===== config.mk =====
export PLATFORM = sky130hd
export DESIGN_NAME = glyph_rle_bitstream_decoder_flat
export DESIGN_NICKNAME = d
export VERILOG_FILES = /design/src/rtl/core/grbd_pkg.sv /design/src/rtl/core/grbd_if.sv /design/src/rtl/core/grbd_div.sv /design/src/rtl/core/glyph_rle_bitstream_decoder.sv /design/src/flat_wrapper.sv
export SDC_FILE = /design/constraint.sdc
export NUM_CORES = 1
export LEC_CHECK = 0
export BUFFER_PORTS_ARGS = -buffer_cell sky130_fd_sc_hd__clkbuf_2
export CAP_MARGIN = 20
export CORE_MARGIN = 5
export CORE_UTILIZATION = 60
export DETAILED_ROUTE_END_ITERATION = 10
export HOLD_SLACK_MARGIN = 0.15
export PLACE_DENSITY = 0.83
export SETUP_SLACK_MARGIN = 0.3
export SLEW_MARGIN = 20
export SYNTH_ARGS = -nofsm -noshare
export SYNTH_HDL_FRONTEND = slang
export SYNTH_SLANG_ARGS = --single-unit

===== constraint.sdc =====
create_clock -name clk_i -period 16.8 [get_ports clk_i]
set_input_delay 2.52 -clock clk_i [delete_from_list [all_inputs] [get_ports clk_i]]
set_output_delay 2.52 -clock clk_i [all_outputs]
set_load 0.01 [all_outputs]

===== src/rtl/core/grbd_pkg.sv =====
package grbd_pkg;

  localparam int unsigned MAX_FIELD_BITS = 8;
  localparam int unsigned MAX_RESULTS    = 6;
  localparam int unsigned NUM_CFG        = 7;
  localparam int unsigned CFG_W          = 4;
  localparam int unsigned CFG_IDX_W      = 3;
  localparam int unsigned DIV_STEPS      = 16;

  typedef enum logic [CFG_IDX_W-1:0] {
    CFG_WIDTH   = 3'd0,
    CFG_HEIGHT  = 3'd1,
    CFG_XOFF    = 3'd2,
    CFG_YOFF    = 3'd3,
    CFG_ADVANCE = 3'd4,
    CFG_ZERO    = 3'd5,
    CFG_ONE     = 3'd6
  } cfg_idx_e;

  typedef enum logic [8:0] {
    PH_IDLE = 9'b000000001,
    PH_W    = 9'b000000010,
    PH_H    = 9'b000000100,
    PH_XO   = 9'b000001000,
    PH_YO   = 9'b000010000,
    PH_ADV  = 9'b000100000,
    PH_ZERO = 9'b001000000,
    PH_ONE  = 9'b010000000,
    PH_REP  = 9'b100000000
  } phase_e;

  typedef enum logic [4:0] {
    S_IDLE = 5'b00001,
    S_STEP = 5'b00010,
    S_MUL  = 5'b00100,
    S_ADD  = 5'b01000,
    S_DIV  = 5'b10000
  } seq_e;

  typedef enum logic {
    KIND_HEADER = 1'b0,
    KIND_RUN    = 1'b1
  } kind_e;

  typedef struct packed {
    logic busy;
    logic done;
  } div_stat_t;

  typedef struct packed {
    logic              kind;
    logic [7:0]        width_px;
    logic [7:0]        height_px;
    logic signed [7:0] offset_x;
    logic signed [7:0] offset_y;
    logic signed [7:0] advance;
    logic [7:0]        bg_count;
    logic [7:0]        fg_count;
    logic [7:0]        copies;
    logic [7:0]        start_col;
    logic [7:0]        start_row;
    logic              last;
  } res_t;

  function automatic logic [3:0] clamp_len(input logic [CFG_W-1:0] r);
    logic [3:0] l;
    l = r;
    if (r == '0) l = 4'd1;
    else if (r > CFG_W'(MAX_FIELD_BITS)) l = 4'(MAX_FIELD_BITS);
    return l;
  endfunction

endpackage


===== src/rtl/core/grbd_if.sv =====
interface grbd_in_if;
  logic       valid;
  logic       ready;
  logic [7:0] data_byte;
  logic       glyph_start;
  modport source (output valid, data_byte, glyph_start, input ready);
  modport sink   (input valid, data_byte, glyph_start, output ready);
endinterface

interface grbd_out_if;
  logic              valid;
  logic              ready;
  logic              kind;
  logic [7:0]        width_px;
  logic [7:0]        height_px;
  logic signed [7:0] offset_x;
  logic signed [7:0] offset_y;
  logic signed [7:0] advance;
  logic [7:0]        bg_count;
  logic [7:0]        fg_count;
  logic [7:0]        copies;
  logic [7:0]        start_col;
  logic [7:0]        start_row;
  logic              last;
  modport source (output valid, kind, width_px, height_px, offset_x, offset_y,
                  advance, bg_count, fg_count, copies, start_col, start_row, last,
                  input ready);
  modport sink   (input valid, kind, width_px, height_px, offset_x, offset_y,
                  advance, bg_count, fg_count, copies, start_col, start_row, last,
                  output ready);
endinterface


===== src/rtl/core/grbd_div.sv =====
// restoring divider, one quotient bit per cycle
module grbd_div (
  input  logic                clk_i,
  input  logic                rst_ni,
  input  logic                start_i,
  input  logic [15:0]         dividend_i,
  input  logic [7:0]          divisor_i,
  output grbd_pkg::div_stat_t stat_o,
  output logic [15:0]         quot_o,
  output logic [7:0]          rem_o
);

  logic        busy_q, busy_d, done_q, done_d;
  logic [3:0]  cnt_q, cnt_d;
  logic [15:0] quo_q, quo_d;
  logic [7:0]  rem_q, rem_d, dvs_q, dvs_d;
  logic [8:0]  trial;

  always_comb begin
    busy_d = busy_q;
    done_d = 1'b0;
    cnt_d  = cnt_q;
    quo_d  = quo_q;
    rem_d  = rem_q;
    dvs_d  = dvs_q;
    trial  = {rem_q, quo_q[15]};
    if (start_i) begin
      busy_d = 1'b1;
      cnt_d  = '0;
      quo_d  = dividend_i;
      rem_d  = '0;
      dvs_d  = divisor_i;
    end else if (busy_q) begin
      if (trial >= {1'b0, dvs_q}) begin
        rem_d = 8'(trial - {1'b0, dvs_q});
        quo_d = {quo_q[14:0], 1'b1};
      end else begin
        rem_d = trial[7:0];
        quo_d = {quo_q[14:0], 1'b0};
      end
      cnt_d = cnt_q + 4'd1;
      if (cnt_q == 4'(grbd_pkg::DIV_STEPS - 1)) begin
        busy_d = 1'b0;
        done_d = 1'b1;
      end
    end
  end

  always_ff @(posedge clk_i or negedge rst_ni) begin
    if (!rst_ni) begin
      busy_q <= 1'b0;
      done_q <= 1'b0;
      cnt_q  <= '0;
    end else begin
      busy_q <= busy_d;
      done_q <= done_d;
      cnt_q  <= cnt_d;
    end
  end

  always_ff @(posedge clk_i) begin
    quo_q <= quo_d;
    rem_q <= rem_d;
    dvs_q <= dvs_d;
  end

  assign stat_o.busy = busy_q;
  assign stat_o.done = done_q;
  assign quot_o      = quo_q;
  assign rem_o       = rem_q;

`ifndef NO_ASSERTIONS
  a_no_restart: assert property (@(posedge clk_i) disable iff (!rst_ni)
    start_i |-> !busy_q) else $error("divider restarted while busy");
  a_done_after_busy: assert property (@(posedge clk_i) disable iff (!rst_ni)
    done_q |-> $past(busy_q)) else $error("done without a running division");
  a_not_both: assert property (@(posedge clk_i) disable iff (!rst_ni)
    !(done_q && busy_q)) else $error("divider busy and done together");
`endif

endmodule


===== src/rtl/core/glyph_rle_bitstream_decoder.sv =====
// Channel | Dir | Payload                                         | Accepted when
// in_if   | in  | data_byte[7:0], glyph_start                     | valid && ready
// out_if  | out | kind, header fields, run fields, start pos, last | valid && ready
// cfg     | in  | cfg_idx_i[2:0], cfg_data_i[3:0]                 | cfg_we_i
//
// A byte is taken in idle (a dropped byte stays there) and unpacked field by
// field in the step state; each run adds a multiply, an add and a wrap divide.
// A result waits in the output register; the sequencer stalls only when it
// needs to post another one while that register is still full.
// Reset (rst_ni, async low) returns to idle with the default field widths.
module glyph_rle_bitstream_decoder (
  input  logic                                clk_i,
  input  logic                                rst_ni,
  input  logic                                cfg_we_i,
  input  logic [grbd_pkg::CFG_IDX_W-1:0]      cfg_idx_i,
  input  logic [grbd_pkg::CFG_W-1:0]          cfg_data_i,
  grbd_in_if.sink                             in_if,
  grbd_out_if.source                          out_if
);

  grbd_pkg::seq_e   state_q, state_d;
  grbd_pkg::phase_e phase_q, phase_d;

  logic [grbd_pkg::CFG_W-1:0] cfg_q [grbd_pkg::NUM_CFG];

  logic [15:0] buf_q, buf_d;
  logic [4:0]  held_q, held_d;
  logic [7:0]  wid_q, wid_d, hgt_q, hgt_d, xoff_q, xoff_d, yoff_q, yoff_d;
  logic [7:0]  bg_q, bg_d, fg_q, fg_d, col_q, col_d, row_q, row_d;
  logic [6:0]  tally_q, tally_d;
  logic [15:0] pix_q, pix_d, area_q, area_d;
  logic [16:0] prod_q, prod_d;
  logic [2:0]  nres_q, nres_d;
  grbd_pkg::res_t res_q, res_d;
  logic        ovld_q, ovld_d;

  // shared field extractor
  logic [3:0]  need;
  logic [7:0]  fval;
  logic [7:0]  sval;
  logic [16:0] total;
  logic [15:0] total_sat;
  logic        out_free;
  logic        acc;

  // divider hookup
  logic                div_start;
  grbd_pkg::div_stat_t div_stat;
  logic [15:0]         div_quot;
  logic [7:0]          div_rem;

  grbd_div u_div (
    .clk_i      (clk_i),
    .rst_ni     (rst_ni),
    .start_i    (div_start),
    .dividend_i (total_sat),
    .divisor_i  (wid_q),
    .stat_o     (div_stat),
    .quot_o     (div_quot),
    .rem_o      (div_rem)
  );

  assign out_free = !ovld_q || out_if.ready;
  assign acc      = in_if.valid && in_if.ready;

  always_comb begin
    unique case (phase_q)
      grbd_pkg::PH_W:    need = grbd_pkg::clamp_len(cfg_q[grbd_pkg::CFG_WIDTH]);
      grbd_pkg::PH_H:    need = grbd_pkg::clamp_len(cfg_q[grbd_pkg::CFG_HEIGHT]);
      grbd_pkg::PH_XO:   need = grbd_pkg::clamp_len(cfg_q[grbd_pkg::CFG_XOFF]);
      grbd_pkg::PH_YO:   need = grbd_pkg::clamp_len(cfg_q[grbd_pkg::CFG_YOFF]);
      grbd_pkg::PH_ADV:  need = grbd_pkg::clamp_len(cfg_q[grbd_pkg::CFG_ADVANCE]);
      grbd_pkg::PH_ZERO: need = grbd_pkg::clamp_len(cfg_q[grbd_pkg::CFG_ZERO]);
      grbd_pkg::PH_ONE:  need = grbd_pkg::clamp_len(cfg_q[grbd_pkg::CFG_ONE]);
      default:           need = 4'd1;
    endcase
    fval  = 8'(buf_q & ((16'd1 << need) - 16'd1));
    // raw value minus half range
    sval  = fval - (8'd1 << (need - 4'd1));
    total = {1'b0, pix_q} + prod_q;
    total_sat = total[16] ? 16'hFFFF : total[15:0];
  end

  always_comb begin
    state_d = state_q;
    phase_d = phase_q;
    buf_d   = buf_q;
    held_d  = held_q;
    wid_d   = wid_q;
    hgt_d   = hgt_q;
    xoff_d  = xoff_q;
    yoff_d  = yoff_q;
    bg_d    = bg_q;
    fg_d    = fg_q;
    col_d   = col_q;
    row_d   = row_q;
    tally_d = tally_q;
    pix_d   = pix_q;
    area_d  = area_q;
    prod_d  = prod_q;
    nres_d  = nres_q;
    res_d   = res_q;
    ovld_d  = ovld_q && !out_if.ready;
    div_start = 1'b0;

    unique case (state_q)
      grbd_pkg::S_IDLE: begin
        if (acc) begin
          nres_d = '0;
          if (in_if.glyph_start) begin
            phase_d = grbd_pkg::PH_W;
            wid_d = '0; hgt_d = '0; xoff_d = '0; yoff_d = '0;
            bg_d = '0; fg_d = '0; tally_d = '0; pix_d = '0;
            col_d = '0; row_d = '0;
            buf_d  = {8'd0, in_if.data_byte};
            held_d = 5'd8;
            state_d = grbd_pkg::S_STEP;
          end else if (phase_q != grbd_pkg::PH_IDLE) begin
            buf_d  = buf_q | ({8'd0, in_if.data_byte} << held_q);
            held_d = held_q + 5'd8;
            state_d = grbd_pkg::S_STEP;
          end
        end
      end

      grbd_pkg::S_STEP: begin
        if (nres_q == 3'(grbd_pkg::MAX_RESULTS) || held_q < {1'b0, need}) begin
          state_d = grbd_pkg::S_IDLE;
        end else if (phase_q != grbd_pkg::PH_ADV || out_free) begin
          buf_d  = buf_q >> need;
          held_d = held_q - {1'b0, need};
          unique case (phase_q)
            grbd_pkg::PH_W:  begin wid_d = fval;  phase_d = grbd_pkg::PH_H;  end
            grbd_pkg::PH_H:  begin hgt_d = fval;  phase_d = grbd_pkg::PH_XO; end
            grbd_pkg::PH_XO: begin xoff_d = sval; phase_d = grbd_pkg::PH_YO; end
            grbd_pkg::PH_YO: begin xoff_d = xoff_q; yoff_d = sval;
                                   phase_d = grbd_pkg::PH_ADV; end
            grbd_pkg::PH_ADV: begin
              res_d = '0;
              res_d.kind         = grbd_pkg::KIND_HEADER;
              res_d.width_px     = wid_q;
              res_d.height_px    = hgt_q;
              res_d.offset_x     = xoff_q;
              res_d.offset_y     = yoff_q;
              res_d.advance      = sval;
              ovld_d = 1'b1;
              nres_d = nres_q + 3'd1;
              pix_d = '0; col_d = '0; row_d = '0; tally_d = '0;
              area_d = {8'd0, wid_q} * {8'd0, hgt_q};
              if (wid_q == '0 || hgt_q == '0) begin
                res_d.last = 1'b1;
                phase_d = grbd_pkg::PH_IDLE;
                buf_d = '0; held_d = '0;
                state_d = grbd_pkg::S_IDLE;
              end else begin
                phase_d = grbd_pkg::PH_ZERO;
              end
            end
            grbd_pkg::PH_ZERO: begin bg_d = fval; phase_d = grbd_pkg::PH_ONE; end
            grbd_pkg::PH_ONE:  begin fg_d = fval; phase_d = grbd_pkg::PH_REP; end
            grbd_pkg::PH_REP: begin
              if (fval[0]) begin
                if (tally_q != 7'd127) tally_d = tally_q + 7'd1;
              end else begin
                state_d = grbd_pkg::S_MUL;
              end
            end
            default: state_d = grbd_pkg::S_IDLE;
          endcase
        end
      end

      grbd_pkg::S_MUL: begin
        prod_d  = {1'b0, 16'(({9'd0, tally_q} + 16'd1) * ({8'd0, bg_q} + {8'd0, fg_q}))};
        state_d = grbd_pkg::S_ADD;
      end

      grbd_pkg::S_ADD: begin
        if (out_free) begin
          res_d = '0;
          res_d.kind      = grbd_pkg::KIND_RUN;
          res_d.bg_count  = bg_q;
          res_d.fg_count  = fg_q;
          res_d.copies    = {1'b0, tally_q} + 8'd1;
          res_d.start_col = col_q;
          res_d.start_row = row_q;
          ovld_d  = 1'b1;
          nres_d  = nres_q + 3'd1;
          pix_d   = total_sat;
          tally_d = '0;
          if (total_sat >= area_q) begin
            res_d.last = 1'b1;
            phase_d = grbd_pkg::PH_IDLE;
            buf_d = '0; held_d = '0;
            state_d = grbd_pkg::S_IDLE;
          end else begin
            phase_d   = grbd_pkg::PH_ZERO;
            div_start = 1'b1;
            state_d   = grbd_pkg::S_DIV;
          end
        end
      end

      grbd_pkg::S_DIV: begin
        if (div_stat.done) begin
          col_d   = div_rem;
          row_d   = div_quot[7:0];
          state_d = grbd_pkg::S_STEP;
        end
      end

      default: state_d = grbd_pkg::S_IDLE;
    endcase
  end

  always_ff @(posedge clk_i or negedge rst_ni) begin
    if (!rst_ni) begin
      state_q <= grbd_pkg::S_IDLE;
      phase_q <= grbd_pkg::PH_IDLE;
      ovld_q  <= 1'b0;
      nres_q  <= '0;
      buf_q   <= '0;
      held_q  <= '0;
      wid_q   <= '0;
      hgt_q   <= '0;
      xoff_q  <= '0;
      yoff_q  <= '0;
      bg_q    <= '0;
      fg_q    <= '0;
      tally_q <= '0;
      pix_q   <= '0;
      col_q   <= '0;
      row_q   <= '0;
      cfg_q[grbd_pkg::CFG_WIDTH]   <= 4'd5;
      cfg_q[grbd_pkg::CFG_HEIGHT]  <= 4'd5;
      cfg_q[grbd_pkg::CFG_XOFF]    <= 4'd4;
      cfg_q[grbd_pkg::CFG_YOFF]    <= 4'd4;
      cfg_q[grbd_pkg::CFG_ADVANCE] <= 4'd5;
      cfg_q[grbd_pkg::CFG_ZERO]    <= 4'd4;
      cfg_q[grbd_pkg::CFG_ONE]     <= 4'd3;
    end else begin
      state_q <= state_d;
      phase_q <= phase_d;
      ovld_q  <= ovld_d;
      nres_q  <= nres_d;
      buf_q   <= buf_d;
      held_q  <= held_d;
      wid_q   <= wid_d;
      hgt_q   <= hgt_d;
      xoff_q  <= xoff_d;
      yoff_q  <= yoff_d;
      bg_q    <= bg_d;
      fg_q    <= fg_d;
      tally_q <= tally_d;
      pix_q   <= pix_d;
      col_q   <= col_d;
      row_q   <= row_d;
      if (cfg_we_i && cfg_idx_i < 3'(grbd_pkg::NUM_CFG)) begin
        cfg_q[cfg_idx_i] <= cfg_data_i;
      end
    end
  end

  always_ff @(posedge clk_i) begin
    res_q  <= res_d;
    area_q <= area_d;
    prod_q <= prod_d;
  end

  assign in_if.ready         = (state_q == grbd_pkg::S_IDLE);
  assign out_if.valid        = ovld_q;
  assign out_if.kind         = res_q.kind;
  assign out_if.width_px     = res_q.width_px;
  assign out_if.height_px    = res_q.height_px;
  assign out_if.offset_x     = res_q.offset_x;
  assign out_if.offset_y     = res_q.offset_y;
  assign out_if.advance      = res_q.advance;
  assign out_if.bg_count     = res_q.bg_count;
  assign out_if.fg_count     = res_q.fg_count;
  assign out_if.copies       = res_q.copies;
  assign out_if.start_col    = res_q.start_col;
  assign out_if.start_row    = res_q.start_row;
  assign out_if.last         = res_q.last;

`ifndef NO_ASSERTIONS
  a_div_only_in_div: assert property (@(posedge clk_i) disable iff (!rst_ni)
    div_stat.busy |-> state_q == grbd_pkg::S_DIV) else $error("divider busy outside wrap");
  a_ready_idle_div: assert property (@(posedge clk_i) disable iff (!rst_ni)
    in_if.ready |-> !div_stat.busy) else $error("ready during wrap divide");
  a_end_goes_idle: assert property (@(posedge clk_i) disable iff (!rst_ni)
    phase_q == grbd_pkg::PH_IDLE |-> state_q == grbd_pkg::S_IDLE)
    else $error("sequencer running with no open glyph");
  a_state_onehot: assert property (@(posedge clk_i) disable iff (!rst_ni)
    $onehot(state_q)) else $error("sequencer state not one-hot");
`endif

endmodule


===== src/flat_wrapper.sv =====
// flat-port wrapper written by rule: the top's interface ports become plain ports
module glyph_rle_bitstream_decoder_flat 
  (clk_i, rst_ni, cfg_we_i, cfg_idx_i, cfg_data_i, in_if_valid, in_if_data_byte, in_if_glyph_start, in_if_ready, out_if_valid, out_if_kind, out_if_width_px, out_if_height_px, out_if_offset_x, out_if_offset_y, out_if_advance, out_if_bg_count, out_if_fg_count, out_if_copies, out_if_start_col, out_if_start_row, out_if_last, out_if_ready);
  grbd_in_if in_if_i ();
  grbd_out_if out_if_i ();
  input  logic clk_i;
  input  logic rst_ni;
  input  logic cfg_we_i;
  input  logic [grbd_pkg::CFG_IDX_W-1:0] cfg_idx_i;
  input  logic [grbd_pkg::CFG_W-1:0] cfg_data_i;
  input wire logic [$bits(in_if_i.valid)-1:0] in_if_valid;
  input wire logic [$bits(in_if_i.data_byte)-1:0] in_if_data_byte;
  input wire logic [$bits(in_if_i.glyph_start)-1:0] in_if_glyph_start;
  output wire logic [$bits(in_if_i.ready)-1:0] in_if_ready;
  output wire logic [$bits(out_if_i.valid)-1:0] out_if_valid;
  output wire logic [$bits(out_if_i.kind)-1:0] out_if_kind;
  output wire logic [$bits(out_if_i.width_px)-1:0] out_if_width_px;
  output wire logic [$bits(out_if_i.height_px)-1:0] out_if_height_px;
  output wire logic [$bits(out_if_i.offset_x)-1:0] out_if_offset_x;
  output wire logic [$bits(out_if_i.offset_y)-1:0] out_if_offset_y;
  output wire logic [$bits(out_if_i.advance)-1:0] out_if_advance;
  output wire logic [$bits(out_if_i.bg_count)-1:0] out_if_bg_count;
  output wire logic [$bits(out_if_i.fg_count)-1:0] out_if_fg_count;
  output wire logic [$bits(out_if_i.copies)-1:0] out_if_copies;
  output wire logic [$bits(out_if_i.start_col)-1:0] out_if_start_col;
  output wire logic [$bits(out_if_i.start_row)-1:0] out_if_start_row;
  output wire logic [$bits(out_if_i.last)-1:0] out_if_last;
  input wire logic [$bits(out_if_i.ready)-1:0] out_if_ready;
  assign in_if_i.valid = in_if_valid;
  assign in_if_i.data_byte = in_if_data_byte;
  assign in_if_i.glyph_start = in_if_glyph_start;
  assign in_if_ready = in_if_i.ready;
  assign out_if_valid = out_if_i.valid;
  assign out_if_kind = out_if_i.kind;
  assign out_if_width_px = out_if_i.width_px;
  assign out_if_height_px = out_if_i.height_px;
  assign out_if_offset_x = out_if_i.offset_x;
  assign out_if_offset_y = out_if_i.offset_y;
  assign out_if_advance = out_if_i.advance;
  assign out_if_bg_count = out_if_i.bg_count;
  assign out_if_fg_count = out_if_i.fg_count;
  assign out_if_copies = out_if_i.copies;
  assign out_if_start_col = out_if_i.start_col;
  assign out_if_start_row = out_if_i.start_row;
  assign out_if_last = out_if_i.last;
  assign out_if_i.ready = out_if_ready;
  glyph_rle_bitstream_decoder u_core (.clk_i(clk_i), .rst_ni(rst_ni), .cfg_we_i(cfg_we_i), .cfg_idx_i(cfg_idx_i), .cfg_data_i(cfg_data_i), .in_if(in_if_i), .out_if(out_if_i));
endmodule

---- Yosys cells after proc, flatten, opt, wreduce, memory -nomap -nowiden ----
Cells that the tools add are included.
operators by class
  add/subtract/negate cells ............... 13
  $mul .................................... 2
  magnitude comparators ................... 13
  eq/ne operators ......................... 41
  shift-type cells ........................ 4
  mux-type cells .......................... 142
  bitwise gates (word level) .............. 4
  reductions and logical operators ........ 40
operators with widths
  operator              count
  $mux W82              4
  $mux W16              18
  $mux W8               26
  $pmux W82 S2          1
  $pmux W16 S3          2
  $pmux W8 S2           6
  $mux W5               19
  $mux W4               17
  $mux W7               9
  $pmux W9 S7           1
  $pmux W8 S3           2
  $mux W9               5
  $reduce_and A6 Y1     7
  $pmux W5 S3           2
  $bwmux W28            1
  $gt A4 B4 Y1 const B  7
  $logic_not A4 Y1      7
  $pmux W4 S7           1
  $reduce_and A7 Y1     4
  $pmux W9 S3           1
  $pmux W5 S5           1
  $ne A2 B2 Y1 const B  11
  $pmux W7 S3           1
  $add A16 B16 Y17      1
  67 further kinds      105
word-level totals
  register bits ........................... 306
  input port bits ......................... 21
  output and inout bits ................... 84
  word-level logic and storage cells ...... 302

---- Depth between registers and ports, before layout ----
Gate-level depths: netlist of run 1.
  depth in word-level cells ............... 12
  mapped depth ............................ 24
  gate-level depth less buffers ........... 22

---- Cells and area by module ----
Synthesis of run 1 repeated with hierarchy kept, for this count alone.
second synthesis, totals
  cells, all modules ...................... 2051
  area, all modules ....................... 20577.2 µm²
modules (own cells, without submodules)
  module                       times used  cells an instance  area an instance (µm²)  sequential area each (µm²)
  glyph_rle_bitstream_decoder  1           1875               18572.8                 7293.2
  grbd_div                     1           176                2004.4                  1031.0

---- Worst setup path before layout of run 1 ----
No wires, ideal clock.
  kind .................................... reg-to-reg
  from .................................... register u_core.phase_q[3]
  to ...................................... register u_core.res_q (netlist bit u_core.out_if.advance[0]) (enable)
  arrival ................................. 6185 ps
  data required time ...................... 16276 ps
  slack ................................... 10091 ps
  stages on the path, launching flop included .. 13
  cells stage by stage .................... dfrtp_1 buf_2 nor2b_1 a22oi_1 mux2_2 o32ai_4 clkinv_1 ha_1 nand2_1 a21boi_0 a41oi_1 o21a_1 nor2_1
between the ends
  word-level cells in the longest chain between the ends .. 6
ends and longest elaborated chain
  item                                  line                                RTL
  start: declaration                    glyph_rle_bitstream_decoder.sv:22   grbd_pkg::phase_e phase_q, phase_d;
  start signal: assignment              glyph_rle_bitstream_decoder.sv:219  phase_q <= grbd_pkg::PH_IDLE;
  start signal: assignment              glyph_rle_bitstream_decoder.sv:243  phase_q <= phase_d;
  $eq A9 B8 Y1 (tied with other cells)  glyph_rle_bitstream_decoder.sv:67   unique case (phase_q)
  $pmux W4 S7                           glyph_rle_bitstream_decoder.sv:67
  $lt A5 B4 Y1                          glyph_rle_bitstream_decoder.sv:127  if (nres_q == 3'(grbd_pkg::MAX_RESULTS) || held_q < {1'b0, need}) begin
  $logic_or A1 B1 Y1                    glyph_rle_bitstream_decoder.sv:127
  $ne A2 B2 Y1 (no line)                -
  $reduce_and A5 Y1 (no line) (*)       -
  end signal: assignment                glyph_rle_bitstream_decoder.sv:265  res_q <= res_d;
  end: declaration                      glyph_rle_bitstream_decoder.sv:34   grbd_pkg::res_t res_q, res_d;
Mark *: on every way between the ends. The rest lies on a longest branch, timed or not.
A chain may end at the register's enable or synchronous reset.

---- Worst setup path after layout of run 1 ----
  from .................................... register u_core.prod_q[0]
  to ...................................... register u_core.u_div.quo_q[3], in the netlist u_core.u_div.quot_o[3] (data pin)
between the ends
  word-level cells in the longest chain between the ends .. 7
ends and longest elaborated chain
  item                       line                                RTL
  start: declaration         glyph_rle_bitstream_decoder.sv:32   logic [16:0] prod_q, prod_d;
  start signal: assignment   glyph_rle_bitstream_decoder.sv:267  prod_q <= prod_d;
  $add A16 B16 Y17 (*)       glyph_rle_bitstream_decoder.sv:80   total = {1'b0, pix_q} + prod_q;
  $mux W16 (*)               glyph_rle_bitstream_decoder.sv:81   total_sat = total[16] ? 16'hFFFF : total[15:0];
  $ge A16 B16 Y1             glyph_rle_bitstream_decoder.sv:191  if (total_sat >= area_q) begin
  $mux W1                    glyph_rle_bitstream_decoder.sv:191
  $mux W1                    glyph_rle_bitstream_decoder.sv:179  if (out_free) begin
  $mux W1                    glyph_rle_bitstream_decoder.sv:106  unique case (state_q)
  $mux W16 (*)               grbd_div.sv:27                      if (start_i) begin
  net u_core.u_div.quo_d[3]  grbd_div.sv:15                      logic [15:0] quo_q, quo_d;
  end signal: assignment     grbd_div.sv:62                      quo_q <= quo_d;
  end: declaration           grbd_div.sv:15
The timed path passes the listed nets; every way through them passes the cells marked *.

==> impl_metrics.xml, run 1 <==
<?xml version="1.0" encoding="UTF-8"?>
<metrics>
  <group name="logic_synthesis">
    <metric name="synth_warnings" unit="">0</metric>
    <metric name="yosys_register_bits" unit="">306</metric>
    <metric name="synth_instances" unit="">2037</metric>
    <metric name="dominantRegCellSynth" unit="">sky130_fd_sc_hd__dfrtp_1</metric>
    <metric name="synth_compound_gate_area_share" unit="">0.1189</metric>
    <metric name="synth_fp_nets" unit="">2277</metric>
    <metric name="synth_fa_ha_area_frac" unit="">0.1631</metric>
    <metric name="synth_enable_flop_cells" unit="">138</metric>
    <metric name="synthSimpleGateAreaFrac" unit="">0.1731</metric>
    <metric name="dominant_combinational_cell_family_by_area_after_synthesis" unit="">simple AND/OR/NAND/NOR gates</metric>
    <metric name="post_synth_mux_area_share" unit="">0.06198</metric>
    <metric name="yosys.area_share.xor_xnor" unit="">0.02725</metric>
    <metric name="synth_async_sr_flop_share" unit="">0.5229</metric>
    <metric name="syn_area_per_cell" unit="um2">10.10</metric>
    <metric name="synth_cell_type_count" unit="">100</metric>
    <metric name="synth_sequential_area_ratio" unit="">0.4047</metric>
    <metric name="post_synth_instance_area" unit="um2">20570</metric>
  </group>
  <group name="cts">
    <metric name="cts_sinks" unit="">306</metric>
    <metric name="htree_num_levels" unit="">2</metric>
    <metric name="cts_tree" unit="">built</metric>
    <metric name="worstSkewPairLatency" unit="ps">530</metric>
    <metric name="cts_resized" unit="">0</metric>
    <metric name="postCtsSetupBuffers" unit="">0</metric>
    <metric name="clk_pin_slew" unit="ps">60</metric>
    <metric name="cts_made_buffers" unit="">35</metric>
    <metric name="clockRootBuffer" unit="">sky130_fd_sc_hd__clkbuf_16</metric>
    <metric name="cts_hold_buf" unit="">0</metric>
    <metric name="cts-root-to-sink-buffers" unit="">3</metric>
  </group>
  <group name="power">
    <metric name="p_total" unit="mW">2.900</metric>
    <metric name="p_sw_frac" unit="">0.3864</metric>
    <metric name="p_leak" unit="nW">10.22</metric>
    <metric name="power.sequential.fraction" unit="">0.348</metric>
    <metric name="power.share.combinational" unit="">0.376</metric>
    <metric name="pwr-share-clk" unit="">0.276</metric>
    <metric name="power.internal" unit="mW">1.779</metric>
    <metric name="p_sw" unit="mW">1.121</metric>
    <metric name="cellPowerDensity" unit="nW/um2">128.2</metric>
    <metric name="ir_worst_vdd" unit="uV">92.51</metric>
  </group>
  <group name="route">
    <metric name="routed_via_density" unit="">6.078</metric>
    <metric name="drtIter0Drc" unit="">1284</metric>
    <metric name="firstDrtPassIters" unit="">5</metric>
    <metric name="ant_nets" unit="">0</metric>
    <metric name="remaining_drc_errors" unit="">0</metric>
    <metric name="drt-total-wl" unit="mm">49.95</metric>
    <metric name="vias" unit="">15724</metric>
    <metric name="drt-wirelength-per-cell" unit="um">19.31</metric>
  </group>
  <group name="floorplan">
    <metric name="dieArea" unit="um2">38090</metric>
    <metric name="initial_utilization" unit="">0.6104</metric>
    <metric name="fp.coreArea" unit="um2">33700</metric>
    <metric name="die-width" unit="um">195.2</metric>
    <metric name="vertical_extent_of_the_die" unit="um">195.2</metric>
    <metric name="io_pins" unit="">105</metric>
    <metric name="rows" unit="">67</metric>
  </group>
  <group name="sta">
    <metric name="slew_headroom" unit="">0.3124</metric>
    <metric name="finalClockSkew" unit="ps">29.28</metric>
    <metric name="final-max-slew-violation-count" unit="">0</metric>
    <metric name="post-route-period-util" unit="">0.3909</metric>
    <metric name="setup_viol_count_final" unit="">0</metric>
    <metric name="fin_crit" unit="ps">6567</metric>
    <metric name="fmaxAchievable" unit="MHz">152.3</metric>
    <metric name="final.hold.worst_slack" unit="ps">468.4</metric>
    <metric name="rsz_0062_raised_after_global_routing" unit="">no</metric>
    <metric name="timing.setup.tns" unit="ps">0</metric>
    <metric name="finalHoldViolCount" unit="">0</metric>
    <metric name="tightest_slew" unit="ps">1028</metric>
  </group>
  <group name="status">
    <metric name="run_status" unit="">finished clean</metric>
  </group>
  <group name="critical_path">
    <metric name="critPathKind" unit="">flip-flop to flip-flop</metric>
    <metric name="endpoint_kind" unit="">flip-flop</metric>
    <metric name="path_max_fanout" unit="">35</metric>
    <metric name="timing.reg2reg.setup_slack" unit="ps">10230</metric>
    <metric name="crit_path_cell_trace" unit="">ha_1 &gt; fa_1 &gt; a211oi_1 &gt; o21ai_0 &gt; a41oi_1 &gt; o21a_1 &gt; o21ai_0 &gt; a21oi_2 &gt; o21ai_0 &gt; ha_1 &gt; a2111oi_0 &gt; nor4bb_1 &gt; nor3_1 &gt; a31o_2 &gt; nand2_1 &gt; inv_2 &gt; mux2_2</metric>
    <metric name="worst_path_buf_inv" unit="">1</metric>
    <metric name="setup.worst_path.start_class" unit="">flip-flop</metric>
    <metric name="cp_slowest_stage_delay" unit="ps">640</metric>
    <metric name="slowest_stage" unit="">sky130_fd_sc_hd__inv_2</metric>
    <metric name="crit_arrival" unit="ps">6830</metric>
    <metric name="critical_path.top_delay_family" unit="">compound AO/OA/AOI/OAI gates</metric>
    <metric name="critPathMostFrequentCell" unit="">sky130_fd_sc_hd__o21ai_0</metric>
    <metric name="timing.critical_path.required" unit="ps">17070</metric>
  </group>
  <group name="layout">
    <metric name="fillers" unit="">2561</metric>
    <metric name="layout-drive-gt1-share" unit="">0.1524</metric>
    <metric name="num-nets-final" unit="">2352</metric>
    <metric name="mostFrequentLayoutCells" unit="">180 x sky130_fd_sc_hd__nor2_1, 178 x sky130_fd_sc_hd__nand2_1, 171 x sky130_fd_sc_hd__inv_1</metric>
    <metric name="insertedDiodeCount" unit="">0</metric>
    <metric name="layout_commonest_cell" unit="">sky130_fd_sc_hd__nor2_1</metric>
    <metric name="count_of_non_filler_cells_in_the_finished_layout" unit="">2587</metric>
    <metric name="layout-area-overhead-vs-synth" unit="%">9.933</metric>
  </group>
  <group name="global_route">
    <metric name="grt_max_degree" unit="">89</metric>
    <metric name="grt-ovfl-total" unit="">0</metric>
    <metric name="number_of_antenna_violations_at_the_first_check_in_global_routing" unit="">0</metric>
    <metric name="grt_first_pass_wirelength" unit="mm">82.28</metric>
    <metric name="global_route.usage.total" unit="">0.2613</metric>
    <metric name="grt_pass1_vias" unit="">16256</metric>
  </group>
  <group name="hold_path">
    <metric name="hold_path_class" unit="">flip-flop to flip-flop</metric>
  </group>
  <group name="placement">
    <metric name="place_congestion" unit="">0.9519</metric>
    <metric name="port-buffer-count" unit="">104</metric>
    <metric name="place.detailed.instances" unit="">2523</metric>
    <metric name="detailedPlacementHpwl" unit="mm">36.40</metric>
  </group>
  <group name="flow_run">
    <metric name="drv_cap" unit="">0</metric>
  </group>
</metrics>
## worst reg2reg max path, stage by stage, from the launching register on
cell	delay (ps)
sky130_fd_sc_hd__edfxtp_1	360
sky130_fd_sc_hd__ha_1	250
sky130_fd_sc_hd__fa_1	490
sky130_fd_sc_hd__a211oi_1	350
sky130_fd_sc_hd__o21ai_0	220
sky130_fd_sc_hd__a41oi_1	330
sky130_fd_sc_hd__o21a_1	270
sky130_fd_sc_hd__o21ai_0	150
sky130_fd_sc_hd__a21oi_2	610
sky130_fd_sc_hd__o21ai_0	340
sky130_fd_sc_hd__ha_1	300
sky130_fd_sc_hd__a2111oi_0	340
sky130_fd_sc_hd__nor4bb_1	130
sky130_fd_sc_hd__nor3_1	380
sky130_fd_sc_hd__a31o_2	300
sky130_fd_sc_hd__nand2_1	410
sky130_fd_sc_hd__inv_2	650
sky130_fd_sc_hd__mux2_2	420
## sequential cells by signal, summed over array words and instances, names as in the netlist, 9 cells and up
signal and count:
u_core.area_q 16, u_core.buf_q 16, u_core.cfg_q 28, u_core.phase_q 9, u_core.pix_q 16, u_core.prod_q 16
u_core.u_div.quot_o 16
## final timing paths
check	startpoint	endpoint	cells past startpoint
worst max-delay path	u_core.prod_q[0]$_DFFE_PP_	u_core.u_div.quot_o[3]$_DFFE_PP_	17
worst min-delay path	u_core.col_q[4]$_DFFE_PN0P_	u_core.col_q[4]$_DFFE_PN0P_	2
worst max register to register	u_core.prod_q[0]$_DFFE_PP_	u_core.u_div.quot_o[3]$_DFFE_PP_	17
worst min register to register	u_core.col_q[4]$_DFFE_PN0P_	u_core.col_q[4]$_DFFE_PN0P_	2
max in group asynchronous	rst_ni	u_core.cfg_q[27]$_DFFE_PN0P_	2
min in group asynchronous	rst_ni	u_core.row_q[2]$_DFFE_PN0P_	1
## cell usage after synthesis, types with 7 or more instances
cell type / count / share of area
sky130_fd_sc_hd__o22ai_1: 12 / 0.0036
sky130_fd_sc_hd__buf_2: 15 / 0.0036
sky130_fd_sc_hd__a22oi_1: 7 / 0.0026
sky130_fd_sc_hd__and2_1: 106 / 0.032
sky130_fd_sc_hd__dfstp_2: 13 / 0.017
sky130_fd_sc_hd__xnor2_1: 42 / 0.018
sky130_fd_sc_hd__inv_1: 171 / 0.031
sky130_fd_sc_hd__a22o_1: 12 / 0.0051
sky130_fd_sc_hd__o21ai_0: 86 / 0.021
sky130_fd_sc_hd__and3_1: 16 / 0.0049
sky130_fd_sc_hd__mux2i_1: 36 / 0.018
sky130_fd_sc_hd__clkbuf_1: 54 / 0.0099
sky130_fd_sc_hd__a21boi_0: 9 / 0.0033
sky130_fd_sc_hd__edfxtp_1: 138 / 0.20
sky130_fd_sc_hd__a211oi_1: 16 / 0.0058
sky130_fd_sc_hd__mux2_2: 75 / 0.041
sky130_fd_sc_hd__dfxtp_1: 8 / 0.0078
sky130_fd_sc_hd__o32ai_1: 9 / 0.0038
sky130_fd_sc_hd__o21a_1: 13 / 0.0047
sky130_fd_sc_hd__dfrtp_1: 147 / 0.18
sky130_fd_sc_hd__a21o_1: 15 / 0.0055
sky130_fd_sc_hd__ha_1: 137 / 0.083
sky130_fd_sc_hd__nor2_1: 181 / 0.033
sky130_fd_sc_hd__o21bai_1: 9 / 0.0033
sky130_fd_sc_hd__nor3_1: 35 / 0.0085
sky130_fd_sc_hd__nand2b_1: 24 / 0.0073
sky130_fd_sc_hd__fa_1: 82 / 0.080
sky130_fd_sc_hd__nor4_1: 9 / 0.0027
sky130_fd_sc_hd__o31ai_1: 13 / 0.0047
sky130_fd_sc_hd__nand3_1: 37 / 0.0090
sky130_fd_sc_hd__nor3b_1: 10 / 0.0036
sky130_fd_sc_hd__nor2b_1: 30 / 0.0091
sky130_fd_sc_hd__or2_2: 18 / 0.0055
sky130_fd_sc_hd__nand2_1: 178 / 0.032
sky130_fd_sc_hd__a21oi_1: 76 / 0.018
sky130_fd_sc_hd__o211ai_1: 7 / 0.0026
sky130_fd_sc_hd__a31oi_1: 28 / 0.0085
sky130_fd_sc_hd__xor2_1: 22 / 0.0094
sky130_fd_sc_hd__nand4_1: 15 / 0.0046
## layout make-up
type	instances	area, um2	share of cell area
multi-input combinational	1471	11220	0.4961
timing repair buffer	119	639.4	0.02827
sequential	306	8324	0.3681
clock buffer	48	997.2	0.04410
clock inverter	16	201.4	0.008908
tap	448	560.5	0.02479
inverter	179	671.9	0.02971
## layer usage
layer,global-route usage,vias to the layer above,routed length [um]
li1,-,7249,-
met1,0.3295,7760,19910
met2,0.4530,588,24930
met3,0.04084,127,3218
met4,0.1050,0,1891
met5,0,-,0
## power groups by stage
stage / Sequential (mW) / Clock, mW / Combinational [mW]
global placement: 1.01 / 0 / 1.04
CTS: 1.00 / 0.808 / 1.08
global route: 1.02 / 0.840 / 1.19
finish: 1.01 / 0.800 / 1.09
floorplan: 0.942 / 0 / 0.862
detailed placement: 1.02 / 0 / 1.07
## cells by family after synthesis
logic type               after synthesis
AO/OA/AOI/OAI                        365
other                                  1
multiplexers                         116
buffers and inverters                260
XOR/XNOR                              64
flip-flops                           306
AND/OR/NAND/NOR                      706
adder cells (fa/ha/maj)              219
## metrics by stage
stage	instance area, um2	setup WS [ps]	util
floorplan	20570	10090	-
global placement	21400	10520	0.6351
detailed placement	21410	10290	0.6353
CTS	22610	10270	0.6709
global route	22610	9690	0.6710
finish	22610	10230	0.6710
Note: power is estimated with default switching activity, not from simulation.
==> inputs of run 2 (changes only) <==
CORE_UTILIZATION = 57   (was 60)
clock period = 5.4 ns   (was 16.8 ns; I/O delays follow)
==> run 2 against run 1 <==
Via count up 2.4%. Combinational power rose to 3.5 times the previous value. Clock power rose to 3.1 times the previous value. Count of clock-buffer cells in the layout up 1. Non-clock buffer count up 76. First-iteration DRC count down 0.70%. Worst hold slack worse by 150 ps. Register-to-register slack worse by 10000 ps. Wire length up 5.8%. Sequential share of layout area down 1.6 points. Critical path depth up 4. Power rose to 3.2 times the previous value.
==> impl_metrics.xml, run 2 (synthesis results as in run 1) <==
<?xml version="1.0" encoding="UTF-8"?>
<metrics>
  <group name="status">
    <metric name="run_status" unit="">finished clean</metric>
  </group>
  <group name="layout">
    <metric name="top_register" unit="">u_core.cfg_q</metric>
    <metric name="final_design_area_no_fill" unit="um2">23640</metric>
    <metric name="mostFrequentLayoutCells" unit="">177 x sky130_fd_sc_hd__nand2_1, 173 x sky130_fd_sc_hd__nor2_1, 167 x sky130_fd_sc_hd__inv_1</metric>
    <metric name="ff_latch_area" unit="um2">8324</metric>
    <metric name="layout_commonest_cell" unit="">sky130_fd_sc_hd__nand2_1</metric>
    <metric name="layout-drive-gt1-share" unit="">0.2108</metric>
    <metric name="fillers" unit="">2645</metric>
    <metric name="post_layout_util" unit="">0.6646</metric>
    <metric name="area_occupied_by_multi_input_gates" unit="um2">11580</metric>
    <metric name="number_of_flip_flops_in_the_largest_register" unit="">28</metric>
    <metric name="num-nets-final" unit="">2428</metric>
    <metric name="layout-area-overhead-vs-synth" unit="%">14.91</metric>
    <metric name="insertedDiodeCount" unit="">0</metric>
  </group>
  <group name="global_route">
    <metric name="global_route.usage.total" unit="">0.2630</metric>
    <metric name="grt_first_pass_wirelength" unit="mm">84.33</metric>
    <metric name="grt_max_degree" unit="">76</metric>
    <metric name="grt_pass1_vias" unit="">16506</metric>
    <metric name="grt-ovfl-total" unit="">0</metric>
    <metric name="number_of_antenna_violations_at_the_first_check_in_global_routing" unit="">0</metric>
  </group>
  <group name="route">
    <metric name="routed_via_density" unit="">6.017</metric>
    <metric name="drt-wirelength-per-cell" unit="um">19.76</metric>
    <metric name="remaining_drc_errors" unit="">0</metric>
    <metric name="vias" unit="">16102</metric>
    <metric name="drt-total-wl" unit="mm">52.87</metric>
    <metric name="ant_nets" unit="">0</metric>
    <metric name="firstDrtPassIters" unit="">5</metric>
    <metric name="drtIter0Drc" unit="">1275</metric>
  </group>
  <group name="cts">
    <metric name="clk_pin_slew" unit="ps">60</metric>
    <metric name="clockRootBuffer" unit="">sky130_fd_sc_hd__clkbuf_16</metric>
    <metric name="cts_sinks" unit="">306</metric>
    <metric name="htree_num_levels" unit="">2</metric>
    <metric name="worstSkewPairLatency" unit="ps">550</metric>
    <metric name="cts-root-to-sink-buffers" unit="">3</metric>
    <metric name="cts_made_buffers" unit="">35</metric>
    <metric name="cts_tree" unit="">built</metric>
  </group>
  <group name="critical_path">
    <metric name="r2r_cells" unit="">21</metric>
    <metric name="setup.worst_path.start_class" unit="">flip-flop</metric>
    <metric name="endpoint_kind" unit="">flip-flop</metric>
    <metric name="path_max_fanout" unit="">4</metric>
    <metric name="critPathKind" unit="">flip-flop to flip-flop</metric>
    <metric name="crit_arrival" unit="ps">5600</metric>
    <metric name="timing.critical_path.required" unit="ps">5690</metric>
  </group>
  <group name="sta">
    <metric name="timing.setup.tns" unit="ps">0</metric>
    <metric name="fmaxAchievable" unit="MHz">188.4</metric>
    <metric name="finalClockSkew" unit="ps">21.22</metric>
    <metric name="slew_headroom" unit="">0.2649</metric>
    <metric name="post-route-period-util" unit="">0.9831</metric>
    <metric name="finalHoldViolCount" unit="">0</metric>
    <metric name="final-max-slew-violation-count" unit="">0</metric>
    <metric name="setup_viol_count_final" unit="">0</metric>
    <metric name="fin_crit" unit="ps">5309</metric>
    <metric name="rsz_0062_raised_after_global_routing" unit="">yes</metric>
    <metric name="tightest_slew" unit="ps">1103</metric>
  </group>
  <group name="placement">
    <metric name="port-buffer-count" unit="">104</metric>
    <metric name="detailedPlacementHpwl" unit="mm">38.69</metric>
    <metric name="place_congestion" unit="">0.9563</metric>
    <metric name="placedInstanceArea" unit="um2">21990</metric>
  </group>
  <group name="power">
    <metric name="ir_worst_vdd" unit="uV">295.6</metric>
    <metric name="p_leak" unit="nW">10.64</metric>
    <metric name="p_total" unit="mW">9.413</metric>
    <metric name="cellPowerDensity" unit="nW/um2">398.2</metric>
  </group>
  <group name="floorplan">
    <metric name="rows" unit="">69</metric>
    <metric name="vertical_extent_of_the_die" unit="um">200.0</metric>
    <metric name="initial_utilization" unit="">0.5783</metric>
    <metric name="dieArea" unit="um2">39990</metric>
    <metric name="fp.coreArea" unit="um2">35570</metric>
    <metric name="io_pins" unit="">105</metric>
    <metric name="die-width" unit="um">200.0</metric>
  </group>
  <group name="flow_run">
    <metric name="drv_cap" unit="">0</metric>
  </group>
  <group name="hold_path">
    <metric name="hold_path_class" unit="">primary input to async pin</metric>
  </group>
</metrics>
## run 2: cell types whose count changed in the layout (fill, tap and decap cells not counted), sizes merged
cell	change
buf	+76
inv	-4
clkinv	+3
clkbuf	+1
## run 2: layout make-up
class                      count  area share
timing repair buffer         195     0.05378
tap                          461     0.02440
clock inverter                15    0.008469
inverter                     179     0.02842
clock buffer                  49     0.04272
sequential                   306      0.3522
multi-input combinational   1471      0.4900
## run 2: critical path, cell delays in order, from the launching register on
cell	delay, ps
sky130_fd_sc_hd__dfrtp_1	440
sky130_fd_sc_hd__buf_6	150
sky130_fd_sc_hd__fa_2	350
sky130_fd_sc_hd__a21o_1	180
sky130_fd_sc_hd__a21oi_2	170
sky130_fd_sc_hd__o21bai_1	110
sky130_fd_sc_hd__a21oi_2	220
sky130_fd_sc_hd__xor2_2	170
sky130_fd_sc_hd__buf_4	140
sky130_fd_sc_hd__nor2_2	40
sky130_fd_sc_hd__fa_1	520
sky130_fd_sc_hd__fa_1	450
sky130_fd_sc_hd__fa_1	540
sky130_fd_sc_hd__inv_1	60
sky130_fd_sc_hd__fa_1	490
sky130_fd_sc_hd__inv_2	50
sky130_fd_sc_hd__ha_4	270
sky130_fd_sc_hd__o21ai_2	70
sky130_fd_sc_hd__a21oi_2	180
sky130_fd_sc_hd__a41oi_2	170
sky130_fd_sc_hd__nor2b_4	170
sky130_fd_sc_hd__xnor2_1	120
## run 2: power breakdown
part	internal (mW)	leakage (nW)	switching [mW]
logic	1.51	6.72	2.27
registers	2.76	3.33	0.379
clock network	1.51	0.595	0.989
## run 2: path summary, 6_finish.rpt
| check | from | to | slack [ps] |
|---|---|---|---|
| min in group clk_i | u_core.col_q[6]$_DFFE_PN0P_ | u_core.col_q[6]$_DFFE_PN0P_ | 480 |
| setup reg to reg | u_core.bg_q[1]$_DFFE_PN0P_ | u_core.prod_q[13]$_DFFE_PP_ | 90 |
| hold reg to reg | u_core.col_q[6]$_DFFE_PN0P_ | u_core.col_q[6]$_DFFE_PN0P_ | 480 |
| max in group asynchronous | rst_ni | u_core.u_div.done_q$_DFF_PN0_ | 3930 |
| setup / recovery | u_core.bg_q[1]$_DFFE_PN0P_ | u_core.prod_q[13]$_DFFE_PP_ | 90 |
| hold / removal | rst_ni | u_core.row_q[7]$_DFFE_PN0P_ | 320 |
## run 2: through the flow
| step | std cells | hold slack, ps | worst slack (ps) |
|---|---|---|---|
| after floorplan | 2037 | 440.2 | 266.9 |
| after global placement | 2589 | 453.1 | 92.06 |
| after detailed placement | 2589 | 460.4 | -95.99 |
| after CTS | 2670 | 320.9 | 215.5 |
| after global routing | 2676 | 364.1 | -42.43 |
| final | 2676 | 322.2 | 91.00 |
## run 2: layer usage
| metal | vias to the layer above | track usage | share of wire |
|---|---|---|---|
| li1 | 7401 | - | - |
| met1 | 7980 | 0.3254 | 0.40 |
| met2 | 585 | 0.4522 | 0.50 |
| met3 | 136 | 0.04968 | 0.062 |
| met4 | 0 | 0.1155 | 0.042 |
| met5 | - | 0 | 0 |
## run 2: repair_timing
| item | 4_1_cts | 5_1_grt |
|---|---|---|
| resized for setup | 28 | 27 |
| buffers inserted | 17 | 6 |
| pin swaps | 36 | 7 |
| hold buffers | 0 | 0 |
| endpoints found under the hold margin | 0 | 0 |
| endpoints found under the setup margin | 20 | 87 |
| cloned | 0 | 0 |
